==> config.mk <==
export PLATFORM = sky130hd
export DESIGN_NAME = lidar_target_range_filter_core
export DESIGN_NICKNAME = d
export VERILOG_FILES = /design/src/sv/ltrf_pkg.sv /design/src/sv/ltrf_mac.sv /design/src/sv/lidar_target_range_filter_core.sv
export SDC_FILE = /design/constraint.sdc
export NUM_CORES = 2
export LEC_CHECK = 0
export ABC_AREA = 1
export BUFFER_PORTS_ARGS = -buffer_cell sky130_fd_sc_hd__buf_4
export CAP_MARGIN = 15
export CORE_MARGIN = 5
export CORE_UTILIZATION = 61
export CTS_BUF_LIST = sky130_fd_sc_hd__clkbuf_8
export DETAILED_ROUTE_END_ITERATION = 12
export PLACE_DENSITY = 0.77
export REMOVE_ABC_BUFFERS = 1
export SLEW_MARGIN = 25
export SYNTH_ARGS = -nofsm -noshare
export SYNTH_HDL_FRONTEND = slang
export SYNTH_SLANG_ARGS = --single-unit
==> constraint.sdc <==
create_clock -name clk -period 13.7 [get_ports clk]
set_input_delay 0 -clock clk [delete_from_list [all_inputs] [get_ports clk]]
set_output_delay 0 -clock clk [all_outputs]
set_load 0.01 [all_outputs]
==> src/sv/ltrf_pkg.sv <==
`timescale 1ns / 1ps
package ltrf_pkg;
    localparam int TARGET_COUNT = 8;
    localparam int IDX_W = 3;
    localparam logic [22:0] T_SEED_US   = 23'd100000;
    localparam logic [22:0] T_FILTER_US = 23'd3000000;
    localparam logic [22:0] T_MAX_US    = 23'd5000000;
    localparam logic [22:0] ELAPSED_MAX = 23'd8388607;
    localparam logic [19:0] PERIOD_RESET = 20'd20000;

    localparam logic signed [17:0] C_AA = 18'sd7078;
    localparam logic signed [17:0] C_AB = 18'sd5692;
    localparam logic signed [17:0] C_BB = 18'sd15003;
    localparam logic signed [17:0] C_AR = 18'sd1982;
    localparam logic signed [17:0] C_BR = 18'sd482;
    localparam logic signed [17:0] C_OA = 18'sd8166;
    localparam logic signed [17:0] C_OB = 18'sd45027;
    localparam logic signed [17:0] C_OR = 18'sd690;

    // limit steps: round(p * k / 10000) == floor((p * k/16 + 312) / 625)
    localparam logic signed [17:0] STEP_R_MUL = 18'sd136;
    localparam logic signed [17:0] STEP_T_MUL = 18'sd48;
    localparam logic [27:0] STEP_ROUND = 28'd312;
    // ceil(2^36 / 625), exact for numerators below 2^28
    localparam logic [26:0] STEP_RECIP = 27'd109951163;

    function automatic logic signed [31:0] sat32(input logic signed [63:0] v);
        if (v > 64'sd2147483647)
            return 32'sh7fffffff;
        else if (v < -64'sd2147483648)
            return 32'sh80000000;
        else
            return v[31:0];
    endfunction

    // round half up from Q8 and saturate to 16 bits
    function automatic logic [15:0] out16(input logic signed [31:0] q8);
        logic signed [32:0] v;
        logic signed [24:0] w;
        v = {q8[31], q8} + 33'sd128;
        w = v[32:8];
        if (w > 25'sd32767)
            return 16'h7fff;
        else if (w < -25'sd32768)
            return 16'h8000;
        else
            return w[15:0];
    endfunction
endpackage

==> src/sv/ltrf_mac.sv <==
`timescale 1ns / 1ps
// Shared multiply-accumulate: one 18x32 product per cycle, registered, then summed.
module ltrf_mac
(
    input  logic               clk,
    input  logic               clear,
    input  logic               valid,
    input  logic signed [31:0] a,
    input  logic signed [17:0] b,
    output logic signed [63:0] acc
);
    logic signed [49:0] prod_reg;
    logic               pvalid_reg;
    logic signed [63:0] acc_reg;

    always_ff @(posedge clk)
    begin
        prod_reg   <= a * b;
        pvalid_reg <= valid;
        if (clear)
            acc_reg <= '0;
        else if (pvalid_reg)
            acc_reg <= acc_reg + 64'(prod_reg);
    end

    assign acc = acc_reg;
endmodule

==> src/sv/lidar_target_range_filter_core.sv <==
`timescale 1ns / 1ps
// Channel   Dir  Payload
// s_axis    in   tdata[2:0] target_index, [18:3] range_cm, [34:19] rate_cm_s
// m_axis    out  tdata[15:0] long_pos_cm, [31:16] long_rate_cm_s, [35:32] target_number
// cfg       in   cfg_wdata = sample_period_us, written when cfg_we
// A target item that does not close a frame passes through S_SCAN and returns to S_IDLE.
// The closing item uses one shared multiplier for two limit-step products, each then
// scaled by a separate reciprocal multiply, and nine filter products, each registered
// before accumulation. Reset clears control state, filter state and the output valid.
// Reset loads the default sample period; a waiting result does not block input, but the
// next closing item holds in its last cycle until the result register is free.
module lidar_target_range_filter_core
(
    input  logic        clk,
    input  logic        rst_n,
    input  logic        s_axis_tvalid,
    output logic        s_axis_tready,
    input  logic [39:0] s_axis_tdata,   // target_index, range_cm, rate_cm_s
    output logic        m_axis_tvalid,
    input  logic        m_axis_tready,
    output logic [39:0] m_axis_tdata,   // long_pos_cm, long_rate_cm_s, target_number
    input  logic        cfg_we,
    input  logic [19:0] cfg_wdata
);
    typedef enum logic [3:0] {
        S_IDLE, S_SCAN, S_STEP, S_STEPW, S_LIM, S_X0, S_X0W, S_X1, S_X1W,
        S_Y, S_YW, S_OUT
    } state_t;

    state_t state_reg;
    logic [19:0] period_reg;
    logic [22:0] elapsed_reg, t_reg;
    logic signed [31:0] raw_range_reg, prev_raw_reg, held_range_reg, raw_rate_reg;
    logic signed [31:0] held_rate_reg, fa_reg, fb_reg, rq_reg;
    logic [2:0]  chosen_reg, idx_reg;
    logic signed [15:0] scan_rate_reg, rt_reg;
    logic [1:0]  k_reg;
    logic signed [31:0] step_r_reg, step_t_reg;
    logic signed [63:0] x0_reg;
    logic [39:0] mdata_reg;
    logic        mvalid_reg;

    logic        mac_clear, mac_valid;
    logic signed [31:0] mac_a;
    logic signed [17:0] mac_b;
    logic signed [63:0] mac_acc;

    ltrf_mac u_mac (.clk(clk), .clear(mac_clear), .valid(mac_valid),
                    .a(mac_a), .b(mac_b), .acc(mac_acc));

    logic [2:0]  in_idx;
    logic signed [15:0] in_r, in_rt, wr_r;
    logic [23:0] t_sum;
    logic [22:0] t_sat;
    assign in_idx = s_axis_tdata[2:0];
    assign in_r   = s_axis_tdata[18:3];
    assign in_rt  = s_axis_tdata[34:19];
    assign wr_r   = (in_r > 16'sd15000) ? in_r - 16'sd16256 : in_r;
    assign t_sum  = {1'b0, elapsed_reg} + {4'b0, period_reg};
    assign t_sat  = t_sum[23] ? ltrf_pkg::ELAPSED_MAX : t_sum[22:0];

    assign s_axis_tready = (state_reg == S_IDLE);
    assign m_axis_tvalid = mvalid_reg;
    assign m_axis_tdata  = mdata_reg;

    function automatic logic signed [31:0] lim(input logic signed [31:0] o,
        input logic signed [31:0] tg, input logic signed [31:0] s);
        logic signed [33:0] up, dn;
        up = 34'(o) + 34'(s);
        dn = 34'(o) - 34'(s);
        if (34'(tg) > up)
            return ltrf_pkg::sat32(64'(up));
        else if (34'(tg) < dn)
            return ltrf_pkg::sat32(64'(dn));
        else
            return tg;
    endfunction

    // round_shift by 14 of an accumulated sum
    function automatic logic signed [63:0] rs14(input logic signed [63:0] v);
        logic signed [63:0] w;
        w = v + 64'sd8192;
        return w >>> 14;
    endfunction

    // multiplier sequencing: coefficient and operand by phase, for limit steps and filter
    always_comb
    begin
        mac_clear = 1'b0;
        mac_valid = 1'b0;
        mac_a = '0;
        mac_b = '0;
        case (state_reg)
            S_X0:
            begin
                mac_valid = 1'b1;
                case (k_reg)
                    2'd0: begin mac_a = fa_reg; mac_b = ltrf_pkg::C_AA; end
                    2'd1: begin mac_a = fb_reg; mac_b = -ltrf_pkg::C_AB; end
                    default: begin mac_a = held_range_reg; mac_b = ltrf_pkg::C_AR; end
                endcase
            end
            S_X1:
            begin
                mac_valid = 1'b1;
                case (k_reg)
                    2'd0: begin mac_a = fa_reg; mac_b = ltrf_pkg::C_AB; end
                    2'd1: begin mac_a = fb_reg; mac_b = ltrf_pkg::C_BB; end
                    default: begin mac_a = held_range_reg; mac_b = ltrf_pkg::C_BR; end
                endcase
            end
            S_Y:
            begin
                mac_valid = 1'b1;
                case (k_reg)
                    2'd0: begin mac_a = fa_reg; mac_b = ltrf_pkg::C_OA; end
                    2'd1: begin mac_a = fb_reg; mac_b = ltrf_pkg::C_OB; end
                    default: begin mac_a = held_range_reg; mac_b = ltrf_pkg::C_OR; end
                endcase
            end
            S_STEP:
            begin
                mac_valid = 1'b1;
                mac_a = {12'b0, period_reg};
                mac_b = (k_reg == 2'd0) ? ltrf_pkg::STEP_R_MUL : ltrf_pkg::STEP_T_MUL;
            end
            // sum is read in the last wait cycle, so clear it on that edge
            S_X0W, S_X1W:
                mac_clear = (k_reg == 2'd1);
            S_STEPW, S_YW, S_OUT:
                mac_clear = 1'b0;
            default:
                mac_clear = 1'b1;
        endcase
    end

    logic signed [33:0] d;
    logic [33:0] ad;
    logic jump;
    logic [27:0] step_n;
    logic [54:0] step_q;
    logic signed [31:0] stepnum;
    always_comb
    begin
        d = 34'(raw_range_reg) - 34'(prev_raw_reg);
        ad = d[33] ? 34'(-d) : 34'(d);
        jump = ({7'b0, ad} * 41'd125) > ({21'b0, period_reg} * 41'd224);
        step_n = mac_acc[27:0] + ltrf_pkg::STEP_ROUND;
        step_q = 55'(step_n) * 55'(ltrf_pkg::STEP_RECIP);
        stepnum = 32'(step_q[54:36]);
    end

    always_ff @(posedge clk or negedge rst_n)
    begin
        if (!rst_n)
        begin
            state_reg <= S_IDLE;
            period_reg <= ltrf_pkg::PERIOD_RESET;
            elapsed_reg <= '0;
            t_reg <= '0;
            raw_range_reg <= '0; prev_raw_reg <= '0; held_range_reg <= '0;
            raw_rate_reg <= '0; held_rate_reg <= '0;
            fa_reg <= '0; fb_reg <= '0;
            chosen_reg <= '0; scan_rate_reg <= '0;
            mvalid_reg <= 1'b0;
            k_reg <= '0;
        end
        else
        begin
            if (cfg_we)
                period_reg <= cfg_wdata;
            if (mvalid_reg && m_axis_tready)
                mvalid_reg <= 1'b0;
            case (state_reg)
                S_IDLE:
                    if (s_axis_tvalid && s_axis_tready)
                    begin
                        idx_reg <= in_idx;
                        rq_reg  <= 32'(wr_r) <<< 8;
                        rt_reg  <= in_rt;
                        t_reg   <= t_sat;
                        state_reg <= S_SCAN;
                    end
                S_SCAN:
                begin
                    logic [2:0] ch;
                    ch = chosen_reg;
                    if (t_reg >= ltrf_pkg::T_SEED_US && t_reg < ltrf_pkg::T_MAX_US)
                    begin
                        if (rq_reg > 32'sd25600 && rq_reg < 32'sd2560000)
                        begin
                            raw_range_reg <= rq_reg;
                            ch = idx_reg;
                        end
                    end
                    else if (t_reg >= ltrf_pkg::T_MAX_US)
                    begin
                        if (rq_reg >= raw_range_reg)
                        begin
                            raw_range_reg <= rq_reg;
                            ch = idx_reg;
                        end
                    end
                    chosen_reg <= ch;
                    if (t_reg >= ltrf_pkg::T_SEED_US && ch == idx_reg)
                        scan_rate_reg <= rt_reg;
                    if (idx_reg == 3'(ltrf_pkg::TARGET_COUNT - 1))
                    begin
                        k_reg <= '0;
                        state_reg <= S_STEP;
                    end
                    else
                        state_reg <= S_IDLE;
                end
                S_STEP:
                    state_reg <= S_STEPW;
                S_STEPW:
                    state_reg <= S_LIM;
                S_LIM:
                begin
                    if (k_reg == 2'd0)
                    begin
                        step_r_reg <= stepnum;
                        k_reg <= 2'd1;
                        state_reg <= S_STEP;
                    end
                    else if (k_reg == 2'd1)
                    begin
                        step_t_reg <= stepnum;
                        k_reg <= 2'd2;
                    end
                    else
                    begin
                        logic signed [31:0] hr, rr, hrt;
                        elapsed_reg <= t_reg;
                        hr = held_range_reg;
                        hrt = held_rate_reg;
                        rr = raw_rate_reg;
                        if (t_reg < ltrf_pkg::T_SEED_US)
                        begin
                            hr = raw_range_reg;
                            hrt = raw_rate_reg;
                        end
                        else
                            rr = 32'(scan_rate_reg) <<< 8;
                        raw_rate_reg <= rr;
                        prev_raw_reg <= raw_range_reg;
                        if (!jump)
                            hr = lim(hr, raw_range_reg, step_r_reg);
                        held_range_reg <= hr;
                        held_rate_reg <= lim(hrt, rr, step_t_reg);
                        k_reg <= '0;
                        state_reg <= S_X0;
                    end
                end
                S_X0, S_X1, S_Y:
                begin
                    if (k_reg == 2'd2)
                    begin
                        k_reg <= '0;
                        state_reg <= (state_reg == S_X0) ? S_X0W :
                                     (state_reg == S_X1) ? S_X1W : S_YW;
                    end
                    else
                        k_reg <= k_reg + 2'd1;
                end
                S_X0W:
                    if (k_reg == 2'd1)
                    begin
                        x0_reg <= rs14(mac_acc);
                        k_reg <= '0;
                        state_reg <= S_X1;
                    end
                    else
                        k_reg <= k_reg + 2'd1;
                S_X1W:
                    if (k_reg == 2'd1)
                    begin
                        fa_reg <= ltrf_pkg::sat32(x0_reg);
                        fb_reg <= ltrf_pkg::sat32(rs14(mac_acc));
                        k_reg <= '0;
                        state_reg <= S_Y;
                    end
                    else
                        k_reg <= k_reg + 2'd1;
                S_YW:
                    if (k_reg == 2'd1)
                    begin
                        k_reg <= '0;
                        state_reg <= S_OUT;
                    end
                    else
                        k_reg <= k_reg + 2'd1;
                S_OUT:
                begin
                    logic signed [63:0] y;
                    logic signed [31:0] ov;
                    y = rs14(mac_acc);
                    ov = (t_reg < ltrf_pkg::T_FILTER_US) ? held_range_reg
                         : ((y > 64'sd2147483647) ? 32'sh7fffffff
                         : (y < -64'sd2147483648) ? 32'sh80000000 : y[31:0]);
                    // wait here until the previous result has left
                    if (!mvalid_reg)
                    begin
                        mdata_reg <= {4'b0, 4'({1'b0, chosen_reg} + 4'd1),
                                      ltrf_pkg::out16(held_rate_reg),
                                      ltrf_pkg::out16(ov)};
                        mvalid_reg <= 1'b1;
                        state_reg <= S_IDLE;
                    end
                end
                default:
                    state_reg <= S_IDLE;
            endcase
        end
    end

    a_ready_idle: assert property (@(posedge clk) disable iff (!rst_n)
        s_axis_tready |-> (state_reg == S_IDLE)) else $error("ready outside idle");
    a_out_hold: assert property (@(posedge clk) disable iff (!rst_n)
        (mvalid_reg && !m_axis_tready) |=> mvalid_reg) else $error("result dropped");
    a_tn_range: assert property (@(posedge clk) disable iff (!rst_n)
        mvalid_reg |-> (mdata_reg[35:32] != 4'd0)) else $error("bad target number");
endmodule
# Word level (Yosys, flattened, before mapping)
# Index checks and enable logic that the tools add are counted.
# classes
addsub	15
multipliers	4
n_lt_le_gt_ge	30
n_eq_ne	24
mux	74
bitwise	3
n_reduce_logical	27
# ops
op	n
two-way mux 32 bit	34
> comparator 33 x 32 -> 1 bit (second input constant)	4
< comparator 33 x 32 -> 1 bit (second input constant)	4
one-hot mux 32 bit (2 select lines)	2
> comparator 50 x 32 -> 1 bit (second input constant)	2
< comparator 50 x 32 -> 1 bit (second input constant)	2
one-hot mux 18 bit (4 select lines)	1
adder 32 x 20 -> 33 bit	2
adder 32 x 9 -> 33 bit (second input constant)	2
> comparator 32 x 33 -> 1 bit	2
< comparator 32 x 33 -> 1 bit	2
subtractor 32 x 20 -> 33 bit	2
adder 64 x 15 -> 64 bit (second input constant)	1
adder 64 x 50 -> 64 bit	1
multiplier 28 x 27 -> 55 bit (second input constant)	1
> comparator 25 x 16 -> 1 bit (second input constant)	2
< comparator 25 x 16 -> 1 bit (second input constant)	2
multiplier 32 x 18 -> 50 bit	1
two-way mux 16 bit	3
> comparator 41 x 28 -> 1 bit	1
multiplier 34 x 7 -> 41 bit (second input constant)	1
one-hot mux 4 bit (10 select lines)	1
two-way mux 4 bit	9
one-hot mux 18 bit (2 select lines)	1
52 further kinds	94
# word_totals
register_bits	590
input_bits	65
wordCells	204

# Logic depth before layout (Yosys ltp)
# logic_depth
word_depth	12
ltp_mapped	54
mapped_depth_nobuf	52

# Cells and area by module
# Synthesis repeated with hierarchy kept, for this count alone.
# hier_totals
hier_cells	11068
area_unflattened_um2	83547.6
# modules_own_cells
module	instances	cells_each	area_per_inst_um2	seq_area_each_um2
lidar_target_range_filter_core	1	6915	53969.3	11887.7
ltrf_mac	1	4153	29578.4	2302.2

# Least setup slack after synthesis
# No wires, ideal clock.
# synth_timing
path_type	register to register
from	reg raw_range_reg[8]
to	reg held_range_reg[7]
arrival_time_ns	8.791
required_ns	13.576
setup_slack_ns	4.785
stages_incl_launch_ff	52
path_buffers	3
period_less_slack_ns	8.915
path_cell_list	dfrtp_1 inv_1 ha_1 fa_1 o31ai_1 nand3_1 nand2_1 nand3_1 nand2_1 nand3_1 nand2_1 nand3_1 nand2_1 nand3_1 or2_2 nand2_1 inv_1 clkbuf_1 [16 not listed] xor2_1 ha_1 nand4_1 nor2_1 nor3_1 o31ai_1 a211oi_1 nor2_1 nand3b_1 nand2_1 nand2_1 nand3_1 nor2_1 clkbuf_1 clkbuf_1 nand3_1 o211ai_1 nand2_1
# synth_via
elab_chain_cells	11
word_cells_on_any_way	24
# synth_rtl
item	line_no	rtl
from (decl)	lidar_target_range_filter_core.sv:33	logic signed [31:0] raw_range_reg, prev_raw_reg, held_range_reg, raw_rate_reg;
from (signal assigned)	lidar_target_range_filter_core.sv:192	raw_range_reg <= rq_reg;
from (signal assigned)	lidar_target_range_filter_core.sv:200	raw_range_reg <= rq_reg;
parallel branches: the longest is 10 deep, another holds multiplier 34 x 7 -> 41 bit	--	
two-way mux 32 bit (*)	lidar_target_range_filter_core.sv:248	if (!jump)
to (signal assigned)	lidar_target_range_filter_core.sv:250	held_range_reg <= hr;
to (decl)	lidar_target_range_filter_core.sv:33	
# Mark *: on every way between the ends. The select of a mux whose other input is x is not followed.
# A chain may end at the register's enable or synchronous reset.

# Final worst setup path
# layout_timing
from	reg raw_range_reg[8]
to	reg held_range_reg[22]
# The elaborated chain is that of the path after synthesis.

==> flow_metrics.tcl <==
set metrics [dict create \
    ys_types 74 \
    wl_per_cell_um 19.56 \
    cts_tree "built" \
    slew_headroom 0.2294 \
    hold_violations 0 \
    finalSetupViolations 0 \
    dp_hpwl_mm 187.9 \
    drive_gt1_frac 0.04942 \
    htree_levels 3 \
    utilization 0.6679 \
    cpMostUsedCell "nand2_1" \
    cp_top_family "adder cells" \
    ios 107 \
    fmax_mhz 91.37 \
    fin_setup_tns_ns 0 \
    slew_violations 0 \
    synthArstFlopShare 0.5090 \
    crit_buf_inv 6 \
    postSynthAreaPerCell_sq_um 7.855 \
    synth-seq-cells 558 \
    synth-edff-count 159 \
    synth_ff_type "dfrtp_1" \
    cts-hold-fix-buffers 162 \
    routed_wl_mm 238.4 \
    clkTransAtPathRegs_ns 0.09 \
    pre_cts_slack_ns 2.956 \
    syn_inst 10130 \
    layout.nets 12220 \
    clockRootBuffer "clkbuf_8" \
    post_cts_buffers 0 \
    antenna_found_initial 3 \
    crit_path_max_fanout 18 \
    routabilityCongestion 1.025 \
    core_area_sq_um 129500 \
    final_cell_mix "2263 x inv_1, 1995 x nand2_1, 997 x fa_1, 810 x ha_1, 712 x nor2_1" \
    fin_crit_ns 10.94 \
    syn_area_sq_um 79560 \
    fin_ws_ns 2.755 \
    fp-row-count 132 \
    finalCritPeriodShare 0.7989 \
    yosysWarnings 0 \
    io_buffers 97 \
    cts_made_buffers 103 \
    dr_total_vias 68990 \
    rsz0062_at_grt "no" \
    ant_nets 0 \
    tightest_slew_ns 1.145 \
    final_common_cell "inv_1" \
    dieWidth_um 371.1 \
    globalRouteTotalUtil 0.3490 \
    cp-start-kind "flop" \
    path_depth 49 \
    crit_required_ns 14.48 \
    overflow 0 \
    cap_violations 0 \
    whs_path_depth 3 \
    dieArea_sq_um 137700 \
    critPathSlowestCell "fa_1" \
    status "complete, no violations" \
    vias_per_cell 5.660 \
    largest_register_ffs 64 \
    clock_sinks 558 \
    start_util 0.6144 \
    worstSkewPairLatency_ns 0.86 \
    skew_ns 0.07861 \
    grt_first_pass_wirelength_mm 379.9 \
    fin_hold_ws_ns 0.1726 \
    arrival_ns 11.72 \
    r2r_cells 49 \
    cts_resized 0 \
    cts_buffer_depth 3 \
    worstHoldPathType "in2reg" \
    drt_pass1_iterations 6 \
    area_growth_syn_to_layout_pct 8.703 \
    cpPeakStageDelay_ns 0.58 \
    route.detailed.drc 0 \
    crit_type "reg2reg" \
    ys_seq_area_frac 0.1784 \
    first_global_vias 70690 \
    grt_max_degree 86 \
    end_kind "flop" \
    drt_iter0_drc 6268 \
    die_y_um 371.1 \
]
[worst paths after layout]
path                                        from            endpoint  slack (ns)
worst max-delay path            raw_range_reg[8]  held_range_reg[22]        2.76
worst min-delay path                      cfg_we      period_reg[16]        0.17
worst max register to register  raw_range_reg[8]  held_range_reg[22]        2.76
worst min register to register         x0_reg[4]           fa_reg[4]        0.45
max in group asynchronous                  rst_n          fa_reg[30]       11.17
min in group asynchronous                  rst_n   held_rate_reg[30]        0.36
[Yosys cell counts (6+ instances only)]
master | n | area (sq um)
a21o_1 | 16 | 120.1
nand4_1 | 92 | 575.6
a31oi_1 | 51 | 319.1
dfxtp_1 | 115 | 2302
nor3_1 | 71 | 355.3
o21a_1 | 39 | 292.8
nand3_1 | 227 | 1136
clkbuf_1 | 218 | 818.3
nand2_1 | 1996 | 7492
inv_1 | 2243 | 8419
edfxtp_1 | 159 | 4775
nor4_1 | 34 | 212.7
a2bb2oi_1 | 9 | 78.83
o22ai_1 | 23 | 143.9
nor2_2 | 13 | 81.33
buf_1 | 15 | 56.30
nor2_4 | 12 | 135.1
a21boi_0 | 22 | 165.2
or2_2 | 34 | 212.7
o211ai_1 | 32 | 240.2
nand2_2 | 26 | 162.7
inv_2 | 16 | 60.06
a211oi_1 | 19 | 142.6
o221ai_1 | 19 | 166.4
buf_4 | 7 | 52.55
ha_1 | 810 | 10130
nand3b_1 | 6 | 45.04
buf_2 | 22 | 110.1
o21bai_1 | 22 | 165.2
o21ai_1 | 60 | 300.3
dfrtp_1 | 279 | 6982
o2111ai_1 | 8 | 70.07
o21ai_0 | 532 | 2663
clkinv_1 | 8 | 30.03
o31ai_1 | 15 | 112.6
nor2_1 | 720 | 2703
a22oi_1 | 32 | 240.2
a21oi_1 | 618 | 3093
xnor2_1 | 114 | 998.5
fa_1 | 997 | 19960
xor2_1 | 311 | 2724
[area by class of cell]
| cell class | instances | area [sq um] |
|---|---|---|
| multi-input cells | 7065 | 55980 |
| fillers | 10840 | 43000 |
| flip-flops and latches | 558 | 14190 |
| inverters | 2267 | 8512 |
| repair buffers | 356 | 3127 |
| well taps | 1742 | 2180 |
| clock buffers | 119 | 1638 |
| clock inverters | 77 | 847.1 |
| diodes | 5 | 12.51 |
[cell families after synthesis]
family	count (synthesis)	share of synthesized area
simple gates	3251	0.1671
buf+inv	2536	0.1210
fa+ha+maj	1807	0.3783
compound gates	1545	0.1077
flops	558	0.1784
xor+xnor	427	0.04720
other cells	2	0.00009440
mux	2	0.0002673
[worst reg2reg max path, delay by kind of cell, from the launching register on]
kind / cells / cell delay (ns)
AOI/OAI and AO/OA: 9 / 2.18
xor gates and xnor gates: 2 / 0.55
adders and majority gates: 8 / 3.37
buffers and inverters: 6 / 1.38
DFF: 1 / 0.52
and+or+nand+nor: 24 / 2.90
[layer usage]
layer,routed length (um),global-route usage,up-vias
met5,0,0,-
met1,95960,0.4592,33320
met4,10830,0.1367,0
li1,-,-,31950
met2,110300,0.5695,3096
met3,21270,0.07235,622
[per-stage QoR]
stage / instances / cell area [sq um]
floorplan: 9890 / 78560
global placement: 11830 / 82310
detailed placement: 11830 / 82310
CTS: 12180 / 86430
global route: 12190 / 86480
finish: 12190 / 86480
Power is left out: the tool's default activity adds up to more than one toggle a clock period on the data nets, which glitch-free logic cannot reach.
